## src/design/murmur3_word_stream_hash_top_defines.svh

```systemverilog
// Assertion macros used by the word-stream hash top level.
`ifndef MURMUR3_WORD_STREAM_HASH_TOP_DEFINES_SVH
`define MURMUR3_WORD_STREAM_HASH_TOP_DEFINES_SVH

// Same-cycle implication, sampled on clk_i, off during reset.
`define M3_ASSERT_IMPL(label, ante, cons, msg) \
  label: assert property (@(posedge clk_i) disable iff (!rst_ni) (ante) |-> (cons)) \
    else $error(msg);

// Next-cycle implication, sampled on clk_i, off during reset.
`define M3_ASSERT_NEXT(label, ante, cons, msg) \
  label: assert property (@(posedge clk_i) disable iff (!rst_ni) (ante) |=> (cons)) \
    else $error(msg);

`endif

```

## src/design/m3wsh_pkg.sv

```systemverilog
// Package: widths, hash constants, sequencer states and multiplier request type.
`default_nettype none
package m3wsh_pkg;

  localparam int unsigned WordW = 64;
  localparam int unsigned HalfW = WordW / 2;

  typedef logic [WordW-1:0] word_t;
  typedef logic [HalfW-1:0] half_t;

  localparam word_t MixK1    = 64'h87c3_7b91_1142_53d5;
  localparam word_t MixK2    = 64'h4cf5_ad43_2745_937f;
  localparam word_t AddOne   = 64'h0000_0000_52dc_e729;
  localparam word_t AddTwo   = 64'h0000_0000_3849_5ab5;
  localparam word_t FinM1    = 64'hff51_afd7_ed55_8ccd;
  localparam word_t FinM2    = 64'hc4ce_b9fe_1a85_ec53;
  localparam word_t BytesPerWord = 64'd8;

  typedef enum logic [3:0] {
    S_IDLE,
    S_MUL1,
    S_MUL2,
    S_LANE,
    S_FIN0,
    S_FIN1,
    S_FX,
    S_FM1,
    S_FM2,
    S_ADD1,
    S_ADD2,
    S_EMIT
  } state_e;

  typedef struct packed {
    logic  start;
    word_t a;
    word_t b;
  } mul_req_t;

endpackage
`default_nettype wire

```

## src/design/m3wsh_stream_if.sv

```systemverilog
// Stream interfaces: input word beats and output digest beats.
`default_nettype none
interface m3wsh_in_if;
  import m3wsh_pkg::*;
  logic  valid;
  logic  ready;
  word_t word;
  word_t seed;
  logic  first;
  logic  last;
  modport source (output valid, word, seed, first, last, input ready);
  modport sink   (input valid, word, seed, first, last, output ready);
endinterface

interface m3wsh_out_if;
  import m3wsh_pkg::*;
  logic  valid;
  logic  ready;
  word_t digest;
  modport source (output valid, digest, input ready);
  modport sink   (input valid, digest, output ready);
endinterface
`default_nettype wire

```

## src/design/m3wsh_mul.sv

```systemverilog
// Iterative 64x64 low-half multiplier built on one 32x32 multiplier.
`default_nettype none
module m3wsh_mul (
  input  logic               clk_i,
  input  logic               rst_ni,
  input  m3wsh_pkg::mul_req_t req_i,
  output logic               done_o,
  output m3wsh_pkg::word_t   p_o
);
  import m3wsh_pkg::*;

  word_t       a_q, b_q, acc_q, acc_d;
  logic [1:0]  step_q, step_d;
  logic        busy_q, busy_d, done_q, done_d;
  half_t       op_x, op_y;
  word_t       prod;

  // low*low, then high*low, then low*high cross terms
  assign op_x = (step_q == 2'd1) ? a_q[WordW-1:HalfW] : a_q[HalfW-1:0];
  assign op_y = (step_q == 2'd2) ? b_q[WordW-1:HalfW] : b_q[HalfW-1:0];
  assign prod = word_t'(op_x) * word_t'(op_y);

  always_comb begin
    acc_d  = acc_q;
    step_d = step_q;
    busy_d = busy_q;
    done_d = 1'b0;
    if (req_i.start) begin
      step_d = 2'd0;
      busy_d = 1'b1;
    end else if (busy_q) begin
      if (step_q == 2'd0) begin
        acc_d = prod;
      end else begin
        acc_d = acc_q + {prod[HalfW-1:0], {HalfW{1'b0}}};
      end
      step_d = step_q + 2'd1;
      if (step_q == 2'd2) begin
        busy_d = 1'b0;
        done_d = 1'b1;
      end
    end
  end

  always_ff @(posedge clk_i or negedge rst_ni) begin
    if (!rst_ni) begin
      step_q <= 2'd0;
      busy_q <= 1'b0;
      done_q <= 1'b0;
    end else begin
      step_q <= step_d;
      busy_q <= busy_d;
      done_q <= done_d;
    end
  end

  always_ff @(posedge clk_i) begin
    if (req_i.start) begin
      a_q <= req_i.a;
      b_q <= req_i.b;
    end
    acc_q <= acc_d;
  end

  assign done_o = done_q;
  assign p_o    = acc_q;

endmodule
`default_nettype wire

```

## src/design/murmur3_word_stream_hash_top.sv

```systemverilog
// Top level: word-stream MurmurHash3 x64 sequencer around a shared multiplier.
//
//   channel | dir | payload                          | beat accepted when
//   --------+-----+----------------------------------+--------------------
//   in_i    | in  | word[64] seed[64] first[1] last[1] | valid & ready
//   out_o   | out | digest[64]                       | valid & ready
//
// Each word runs two 64-bit constant multiplies, each three passes through the one
// 32x32 multiplier plus a hand-off, then a lane update before the next accept.
// A last word adds four more multiplies for the two finalizers.
// Reset clears both lanes, the byte count and the word parity.
// The digest sits in an output register; the next message runs while it waits,
// and the sequencer holds in the emit step only if a new digest finds it full.
`default_nettype none
module murmur3_word_stream_hash_top (
  input  logic         clk_i,
  input  logic         rst_ni,
  m3wsh_in_if.sink     in_i,
  m3wsh_out_if.source  out_o
);
  import m3wsh_pkg::*;
  `include "murmur3_word_stream_hash_top_defines.svh"

  // rotate left by a constant amount
  function automatic word_t rotl(word_t v, int unsigned n);
    return (v << n) | (v >> (WordW - n));
  endfunction

  // finalizer xor-shift step
  function automatic word_t xsh(word_t v);
    return v ^ (v >> 33);
  endfunction

  state_e   state_q, state_d;
  word_t    lane1_q, lane1_d, lane2_q, lane2_d;
  word_t    cnt_q, cnt_d;
  logic     odd_q, odd_d;
  logic     last_q, last_d;
  logic     sel_q, sel_d;
  word_t    digest_q, digest_d;
  logic     out_valid_q, out_valid_d;
  logic     in_beat, eff_odd;
  mul_req_t mul_req;
  logic     mul_done;
  word_t    mul_p;
  word_t    fin_lane;

  assign in_i.ready = (state_q == S_IDLE);
  assign in_beat    = in_i.valid & in_i.ready;
  // a first word restarts the parity at even
  assign eff_odd    = in_i.first ? 1'b0 : odd_q;
  assign fin_lane   = sel_q ? lane2_q : lane1_q;

  m3wsh_mul u_mul (
    .clk_i  (clk_i),
    .rst_ni (rst_ni),
    .req_i  (mul_req),
    .done_o (mul_done),
    .p_o    (mul_p)
  );

  // next state
  always_comb begin
    state_d = state_q;
    case (state_q)
      S_IDLE: if (in_beat) state_d = S_MUL1;
      S_MUL1: if (mul_done) state_d = S_MUL2;
      S_MUL2: if (mul_done) state_d = S_LANE;
      S_LANE: state_d = last_q ? S_FIN0 : S_IDLE;
      S_FIN0: state_d = S_FIN1;
      S_FIN1: state_d = S_FX;
      S_FX:   state_d = S_FM1;
      S_FM1:  if (mul_done) state_d = S_FM2;
      S_FM2:  if (mul_done) state_d = sel_q ? S_ADD1 : S_FX;
      S_ADD1: state_d = S_ADD2;
      S_ADD2: state_d = S_EMIT;
      S_EMIT: if (!out_valid_q || out_o.ready) state_d = S_IDLE;
      default: state_d = S_IDLE;
    endcase
  end

  // datapath and multiplier requests
  always_comb begin
    lane1_d     = lane1_q;
    lane2_d     = lane2_q;
    cnt_d       = cnt_q;
    odd_d       = odd_q;
    last_d      = last_q;
    sel_d       = sel_q;
    digest_d    = digest_q;
    out_valid_d = out_valid_q & ~out_o.ready;
    mul_req     = '{start: 1'b0, a: '0, b: '0};
    case (state_q)
      S_IDLE: begin
        if (in_beat) begin
          if (in_i.first) begin
            lane1_d = in_i.seed;
            lane2_d = in_i.seed;
            cnt_d   = BytesPerWord;
          end else begin
            cnt_d = cnt_q + BytesPerWord;
          end
          odd_d   = eff_odd;
          last_d  = in_i.last;
          mul_req = '{start: 1'b1, a: in_i.word, b: (eff_odd ? MixK2 : MixK1)};
        end
      end
      S_MUL1: begin
        if (mul_done) begin
          mul_req = '{start: 1'b1,
                      a: (odd_q ? rotl(mul_p, 33) : rotl(mul_p, 31)),
                      b: (odd_q ? MixK1 : MixK2)};
        end
      end
      S_MUL2: begin
        if (mul_done) begin
          if (odd_q) begin
            lane2_d = rotl(lane2_q ^ mul_p, 31) + lane1_q;
          end else begin
            lane1_d = rotl(lane1_q ^ mul_p, 27) + lane2_q;
          end
        end
      end
      S_LANE: begin
        // times five plus constant, as shift-add
        if (odd_q) begin
          lane2_d = lane2_q + (lane2_q << 2) + AddTwo;
        end else begin
          lane1_d = lane1_q + (lane1_q << 2) + AddOne;
        end
        odd_d = ~odd_q;
      end
      S_FIN0: begin
        lane1_d = (lane1_q ^ cnt_q) + (lane2_q ^ cnt_q);
        lane2_d = lane2_q ^ cnt_q;
      end
      S_FIN1: begin
        lane2_d = lane2_q + lane1_q;
        sel_d   = 1'b0;
      end
      S_FX: begin
        mul_req = '{start: 1'b1, a: xsh(fin_lane), b: FinM1};
      end
      S_FM1: begin
        if (mul_done) begin
          mul_req = '{start: 1'b1, a: xsh(mul_p), b: FinM2};
        end
      end
      S_FM2: begin
        if (mul_done) begin
          if (sel_q) begin
            lane2_d = xsh(mul_p);
          end else begin
            lane1_d = xsh(mul_p);
          end
          sel_d = 1'b1;
        end
      end
      S_ADD1: lane1_d = lane1_q + lane2_q;
      S_ADD2: lane2_d = lane2_q + lane1_q;
      S_EMIT: begin
        if (!out_valid_q || out_o.ready) begin
          digest_d    = lane1_q;
          out_valid_d = 1'b1;
        end
      end
      default: ;
    endcase
  end

  always_ff @(posedge clk_i or negedge rst_ni) begin
    if (!rst_ni) begin
      state_q     <= S_IDLE;
      lane1_q     <= '0;
      lane2_q     <= '0;
      cnt_q       <= '0;
      odd_q       <= 1'b0;
      last_q      <= 1'b0;
      sel_q       <= 1'b0;
      out_valid_q <= 1'b0;
    end else begin
      state_q     <= state_d;
      lane1_q     <= lane1_d;
      lane2_q     <= lane2_d;
      cnt_q       <= cnt_d;
      odd_q       <= odd_d;
      last_q      <= last_d;
      sel_q       <= sel_d;
      out_valid_q <= out_valid_d;
    end
  end

  always_ff @(posedge clk_i) begin
    digest_q <= digest_d;
  end

  assign out_o.valid  = out_valid_q;
  assign out_o.digest = digest_q;

  // multiplier results only land where the sequencer waits for them
  `M3_ASSERT_IMPL(a_done_in_wait, mul_done, (state_q == S_MUL1 || state_q == S_MUL2 || state_q == S_FM1 || state_q == S_FM2), "multiplier result outside a wait step")
  // a new digest only comes out of the emit step
  `M3_ASSERT_IMPL(a_digest_src, $rose(out_valid_q), ($past(state_q) == S_EMIT), "digest raised outside emit")
  // a non-final word returns straight to idle after the lane update
  `M3_ASSERT_NEXT(a_word_done, (state_q == S_LANE && !last_q), (state_q == S_IDLE), "non-final word did not return to idle")
  // every lane update flips the word parity
  `M3_ASSERT_NEXT(a_parity_flip, (state_q == S_LANE), (odd_q != $past(odd_q)), "word parity did not flip")

endmodule
`default_nettype wire
```

## src/flat_wrapper.sv

```systemverilog
// flat-port wrapper written by rule: the top's interface ports become plain ports
module murmur3_word_stream_hash_top_flat import m3wsh_pkg::*;
  (clk_i, rst_ni, in_i_valid, in_i_word, in_i_seed, in_i_first, in_i_last, in_i_ready, out_o_valid, out_o_digest, out_o_ready);
  m3wsh_in_if in_i_i ();
  m3wsh_out_if out_o_i ();
  input  logic clk_i;
  input  logic rst_ni;
  input wire logic [$bits(in_i_i.valid)-1:0] in_i_valid;
  input wire logic [$bits(in_i_i.word)-1:0] in_i_word;
  input wire logic [$bits(in_i_i.seed)-1:0] in_i_seed;
  input wire logic [$bits(in_i_i.first)-1:0] in_i_first;
  input wire logic [$bits(in_i_i.last)-1:0] in_i_last;
  output wire logic [$bits(in_i_i.ready)-1:0] in_i_ready;
  output wire logic [$bits(out_o_i.valid)-1:0] out_o_valid;
  output wire logic [$bits(out_o_i.digest)-1:0] out_o_digest;
  input wire logic [$bits(out_o_i.ready)-1:0] out_o_ready;
  assign in_i_i.valid = in_i_valid;
  assign in_i_i.word = in_i_word;
  assign in_i_i.seed = in_i_seed;
  assign in_i_i.first = in_i_first;
  assign in_i_i.last = in_i_last;
  assign in_i_ready = in_i_i.ready;
  assign out_o_valid = out_o_i.valid;
  assign out_o_digest = out_o_i.digest;
  assign out_o_i.ready = out_o_ready;
  murmur3_word_stream_hash_top u_core (.clk_i(clk_i), .rst_ni(rst_ni), .in_i(in_i_i), .out_o(out_o_i));
endmodule
```

## config.mk

```make
export PLATFORM = sky130hd
export DESIGN_NAME = murmur3_word_stream_hash_top_flat
export DESIGN_NICKNAME = d
export VERILOG_FILES = /design/src/design/m3wsh_pkg.sv /design/src/design/m3wsh_stream_if.sv /design/src/design/m3wsh_mul.sv /design/src/design/murmur3_word_stream_hash_top.sv /design/src/flat_wrapper.sv
export VERILOG_INCLUDE_DIRS = /design/src /design/src/design
export SDC_FILE = /design/constraint.sdc
export NUM_CORES = 2
export LEC_CHECK = 0
export ABC_AREA = 1
export ABC_CLOCK_PERIOD_IN_PS = 17460
export BUFFER_PORTS_ARGS = -buffer_cell sky130_fd_sc_hd__buf_2
export CORE_MARGIN = 2
export CORE_UTILIZATION = 55
export CTS_BUF_LIST = sky130_fd_sc_hd__clkbuf_4 sky130_fd_sc_hd__clkbuf_8
export CTS_CLUSTER_DIAMETER = 60
export DETAILED_ROUTE_END_ITERATION = 16
export PLACE_DENSITY_LB_ADDON = 0.15
export SLEW_MARGIN = 20
export SYNTH_ARGS = -nofsm -noshare
export SYNTH_HDL_FRONTEND = slang
export SYNTH_SLANG_ARGS = --single-unit
```

## constraint.sdc

```tcl
create_clock -name clk_i -period 17.46 [get_ports clk_i]
set_input_delay 2.619 -clock clk_i [delete_from_list [all_inputs] [get_ports clk_i]]
set_output_delay 2.619 -clock clk_i [all_outputs]
set_load 0.01 [all_outputs]
```

==> run summary, run 1 <==
Clock tree synthesis found a total of 408 sinks. The H-tree generated during clock tree synthesis spans 3 levels. The via count of the first global-routing pass came out at 117000. The run stopped with a tool error. The congestion estimate from routability-driven global placement came to 1.40. Quantity of I/O buffers inserted on ports: 199. The worst-case setup slack after placement came out at 6.85 ns. The most common cell in the synthesized netlist is sky130_fd_sc_hd__nand2_1.

For the post-CTS setup buffer count, the log shows 0. Stage at which the flow ended: global routing. Once detailed placement completed, the half-perimeter wirelength came to 449 mm. The all-layer global routing usage is 0.748, and the floorplan die height is 410 um. Synthesis produced a netlist with a net count of 15700. Counting flops and latches in the post-synthesis netlist gives 408. The top-level I/O count came out at 200. The run gives 0 as the total of hold buffers inserted after clock tree synthesis. For the overall overflow remaining after global route, the log shows 1220. For the clock buffer count from CTS, the log shows 83.

The average footprint of a synthesized cell is 6.51 sq um. Top flip-flop cell by instance count after synthesis: sky130_fd_sc_hd__edfxtp_1. The number of gates resized after CTS is 0. Entering global routing, the biggest net connects 102 pins. The clock tree root buffer cell is sky130_fd_sc_hd__clkbuf_8.

Portion of the post-synthesis area used by sequential elements: 0.124. The async set-or-reset flop fraction in the synthesized netlist is 0.493. After synthesis, the netlist uses 68 different library cells. The tools report the starting density of the core as 0.555. For the placement-stage cell area, the log shows 0.0944 sq mm.

The horizontal die dimension was 410 um; the number of enable flip-flop cells after synthesis was 207. The tool reported: "[ERROR GRT-0116] Global routing finished with congestion. Check the congestion regions in the DRC Viewer". The first global-routing pass estimated 921 mm of wire.

In this run the cell area of the synthesized design comes to 0.0905 sq mm. The largest total area in the synthesized netlist belongs to sky130_fd_sc_hd__fa_1. Sorting the synthesized cells by how often they occur yields 3734 x sky130_fd_sc_hd__nand2_1, 2544 x sky130_fd_sc_hd__inv_1, 1545 x sky130_fd_sc_hd__nor2_1, 901 x sky130_fd_sc_hd__fa_1, 900 x sky130_fd_sc_hd__a21oi_1. The logs give 148 for the number of standard-cell rows in the floorplan and 3 for the maximum buffer depth of the clock tree. Sorting the synthesized cells by area gives the leading types as sky130_fd_sc_hd__fa_1 20%, sky130_fd_sc_hd__nand2_1 15%, sky130_fd_sc_hd__inv_1 11%. The number of instances in the synthesized netlist came out at 13900. The count of warnings emitted by yosys came out at 0.

The portion of synthesized cell area occupied by the leading cell type is 0.199.
cells by family after synthesis:
| family | count (synthesis) | synth area share |
|---|---|---|
| compound gates | 2081 | 0.127 |
| buf+inv | 2997 | 0.125 |
| fa+ha+maj | 1637 | 0.301 |
| xor+xnor | 282 | 0.0273 |
| flops | 408 | 0.124 |
| simple gates | 6500 | 0.295 |
routing by layer:
layer  track usage  GRT overflow
met2         0.925           732
met5         0.301             2
met4         0.715           444
met1         0.752            14
met3         0.589            28
through the flow:
step,cells,utilization
after floorplan,13900,-
after CTS,16200,0.590
after detailed placement,16100,0.579
after global placement,16100,0.579
==> run 2: changes to the inputs <==
CORE_UTILIZATION = 40   (was 55)
CTS_BUF_LIST = default   (was sky130_fd_sc_hd__clkbuf_4 sky130_fd_sc_hd__clkbuf_8)
CTS_CLUSTER_DIAMETER = default   (was 60)
==> run summary, run 2 <==
Between clock sinks in the finished design, the worst skew comes to 0.0520 ns. TritonCTS built the clock tree. Setup repair after global routing left no endpoint under its margin. The async set-or-reset flop fraction in the synthesized netlist works out to 0.493.

The horizontal die dimension was 480 um; the overall overflow remaining after global route was 0. The most used flip-flop cell after synthesis is sky130_fd_sc_hd__edfxtp_1. The floorplan step defined a die boundary enclosing 0.230 sq mm. Yosys instantiated no cell more often than sky130_fd_sc_hd__nand2_1.

The portion of the post-synthesis area used by sequential elements is 0.124, and the final worst-path setup slack is 5.69 ns. Counting flops with a built-in enable in the synthesized netlist gives 207. The tools report the initial antenna violation count as 79.

The number of buffer and inverter instances along the worst setup path works out to 8. The die is 480 um tall. At the end of routability-driven placement, the weighted congestion stood at 1.18. The clock buffer count from CTS is 56. The post-DP HPWL was 515 mm; the starting density of the core was 0.402.

The most numerous cell type found on the critical path is sky130_fd_sc_hd__fa_1. The flop and latch count out of synthesis works out to 408. 200 I/O pins were placed. After detailed routing, the average wire length per cell comes to 36.1 um. The final setup TNS came out at 0 ns. The final clock period utilization by the worst path is 0.674, and the number of nets in the layout is 15800. The clock tree root buffer cell was sky130_fd_sc_hd__clkbuf_16. The mean number of vias per cell works out to 6.10. In this design, the stage delay of the slowest critical-path cell is 0.76 ns. Count of endpoints failing setup in the final report: 0. The number of violations of the max-capacitance limit was 0; the maximum net fanout on the critical path was 23. Most common cell after layout, fill and taps aside: sky130_fd_sc_hd__nand2_1. Worst-case setup slack after placement: 5.51 ns. Class of the tightest hold or removal check: flop to flop.

The number of setup buffers added after CTS is 0. The top cell types in the final layout, fill and taps aside, are 3731 x sky130_fd_sc_hd__nand2_1, 2540 x sky130_fd_sc_hd__inv_1, 1530 x sky130_fd_sc_hd__nor2_1. Clock period minus worst slack: 11.77 ns. Entering global routing, the biggest net connects 76 pins. For this design, the CTS-stage hold fixing added 0 buffers. Ranked by instance count, the synthesized netlist is headed by 3734 x sky130_fd_sc_hd__nand2_1, 2544 x sky130_fd_sc_hd__inv_1, 1545 x sky130_fd_sc_hd__nor2_1, 901 x sky130_fd_sc_hd__fa_1, 900 x sky130_fd_sc_hd__a21oi_1.

The tools report the worst slew margin relative to its limit as 0.0469. The clock-pin slew on the worst setup and hold paths is 0.07 ns. The critical path start-end classification is flop to flop. STA classifies the critical path endpoint as a flop. The family with the most delay on the worst path was adder cells. Counting every instance in the synthesized netlist gives 13900.

In this run the deepest clock path goes through 3 buffers. Final number of hold-violating endpoints: 0. The portion of synthesized cell area occupied by the leading cell type was 0.199. The via count of the first global-routing pass was 101000.

The post-synthesis net count was 15700. The number of standard-cell rows in the floorplan was 174. The area growth from synthesis to layout came out at 8.57%. At the later pin of the worst-skew pair, clock insertion delay measures 0.77 ns. For the worst setup path, the data required time is 17.95 ns. The quantity of I/O buffers inserted on ports was 199. For the count of final max-slew check failures, the log shows 0. Once the clock tree was built, the resizer swapped 0 gates to a different size. The cell area that synthesis handed to floorplanning was 0.0905 sq mm.

For the depth of the CTS H-tree, the log shows 2. The logs give 0.530 for the all-layer global routing usage and 0 for the DRC violations left. For this run, the top clock speed supported by timing is 0.0850 GHz.

The area of the placeable core is 0.225 sq mm, and the number of optimization iterations in the first detailed-route pass is 9. Across all layers, the routed design uses 104000 vias. The first global-routing pass estimated 834 mm of wire. Sorting the synthesized cells by area gives the leading types as sky130_fd_sc_hd__fa_1 20%, sky130_fd_sc_hd__nand2_1 15%, sky130_fd_sc_hd__inv_1 11%.

The layout cell share with drive strength beyond 1 is 0.0543, and the core utilization of the finished layout is 0.437. Yosys mapped the design onto 68 distinct sky130hd cell types. Summed over all layers, the routed wires come to 618 mm. The number of routed nets with antenna violations is 0. The largest individual stage delay along the critical path comes from the cell sky130_fd_sc_hd__a21oi_1. The flow ran to the end, and the final reports show no timing, DRC or antenna violations. STA puts the critical path data arrival time at 12.26 ns. STA classifies the critical path startpoint as a flop. Dividing the synthesized area by the synthesized cell count gives 6.51 sq um.

The cell type with the largest total area after synthesis is sky130_fd_sc_hd__fa_1. Counting every sink on the clock net gives 408. At the pin with the least slew margin, the transition time is 1.42 ns.

The run gives 13900 as the number of violations reported at the end of detailed-routing iteration 0. For this run, the number of Yosys warnings is 0.
## run 2: metrics by stage
step                      cells  area [sq um]  hold slack (ns)
after floorplan           13900         90500            0.423
after global placement    17000         95800            0.466
after detailed placement  17000         95900            0.466
after CTS                 17100         97700            0.484
after global routing      17100         98100            0.511
final                     17100         98200            0.487
## run 2: metal layers
layer | GRT usage | part of all wire
met5 | 0.00539 | 0.00045
met4 | 0.571 | 0.14
met3 | 0.189 | 0.11
met2 | 0.797 | 0.42
met1 | 0.553 | 0.33
## run 2: kinds of logic after synthesis
kind of cell | after synthesis | synth area share
AO/OA/AOI/OAI | 2081 | 0.127
XOR/XNOR | 282 | 0.0273
buffers and inverters | 2997 | 0.125
adder cells (fa/ha/maj) | 1637 | 0.301
flip-flops | 408 | 0.124
AND/OR/NAND/NOR | 6500 | 0.295
## run 2: final timing paths
| path | start | endpoint | slack (ns) | cells past startpoint |
|---|---|---|---|---|
| worst max-delay path | u_core.u_mul.step_q[0]$_DFFE_PN0P_ | u_core.u_mul.p_o[63]$_DFFE_PP_ | 5.69 | 35 |
| worst min-delay path | u_core.lane1_q[44]$_DFFE_PN0P_ | u_core.lane1_q[44]$_DFFE_PN0P_ | 0.49 | 2 |
| worst max register to register | u_core.u_mul.step_q[0]$_DFFE_PN0P_ | u_core.u_mul.p_o[63]$_DFFE_PP_ | 5.69 | 35 |
| worst min register to register | u_core.lane1_q[44]$_DFFE_PN0P_ | u_core.lane1_q[44]$_DFFE_PN0P_ | 0.49 | 2 |
| max in group asynchronous | rst_ni | u_core.cnt_q[58]$_DFFE_PN0P_ | 13.56 | 3 |
| min in group asynchronous | rst_ni | u_core.lane1_q[4]$_DFFE_PN0P_ | 1.79 | 1 |
## run 2: layout make-up
type	instances	area, sq um
clock buffer	71	1520
timing repair buffer	478	3160
clock inverter	34	338
antenna	58	145
fill	24700	127000
multi-input combinational	10500	68300
sequential	408	11300
inverter	2585	9710
tap	2992	3740
## run 2: tightest hold or removal path, cell delays in order, from the launching register on
cell and delay (ns):
sky130_fd_sc_hd__dfrtp_1 0.34, sky130_fd_sc_hd__nand2_1 0.05, sky130_fd_sc_hd__nand2_1 0.06
Power of run 2 is not shown: default switching activity piles up to over one toggle a cycle in this logic, so the estimate is an artifact.
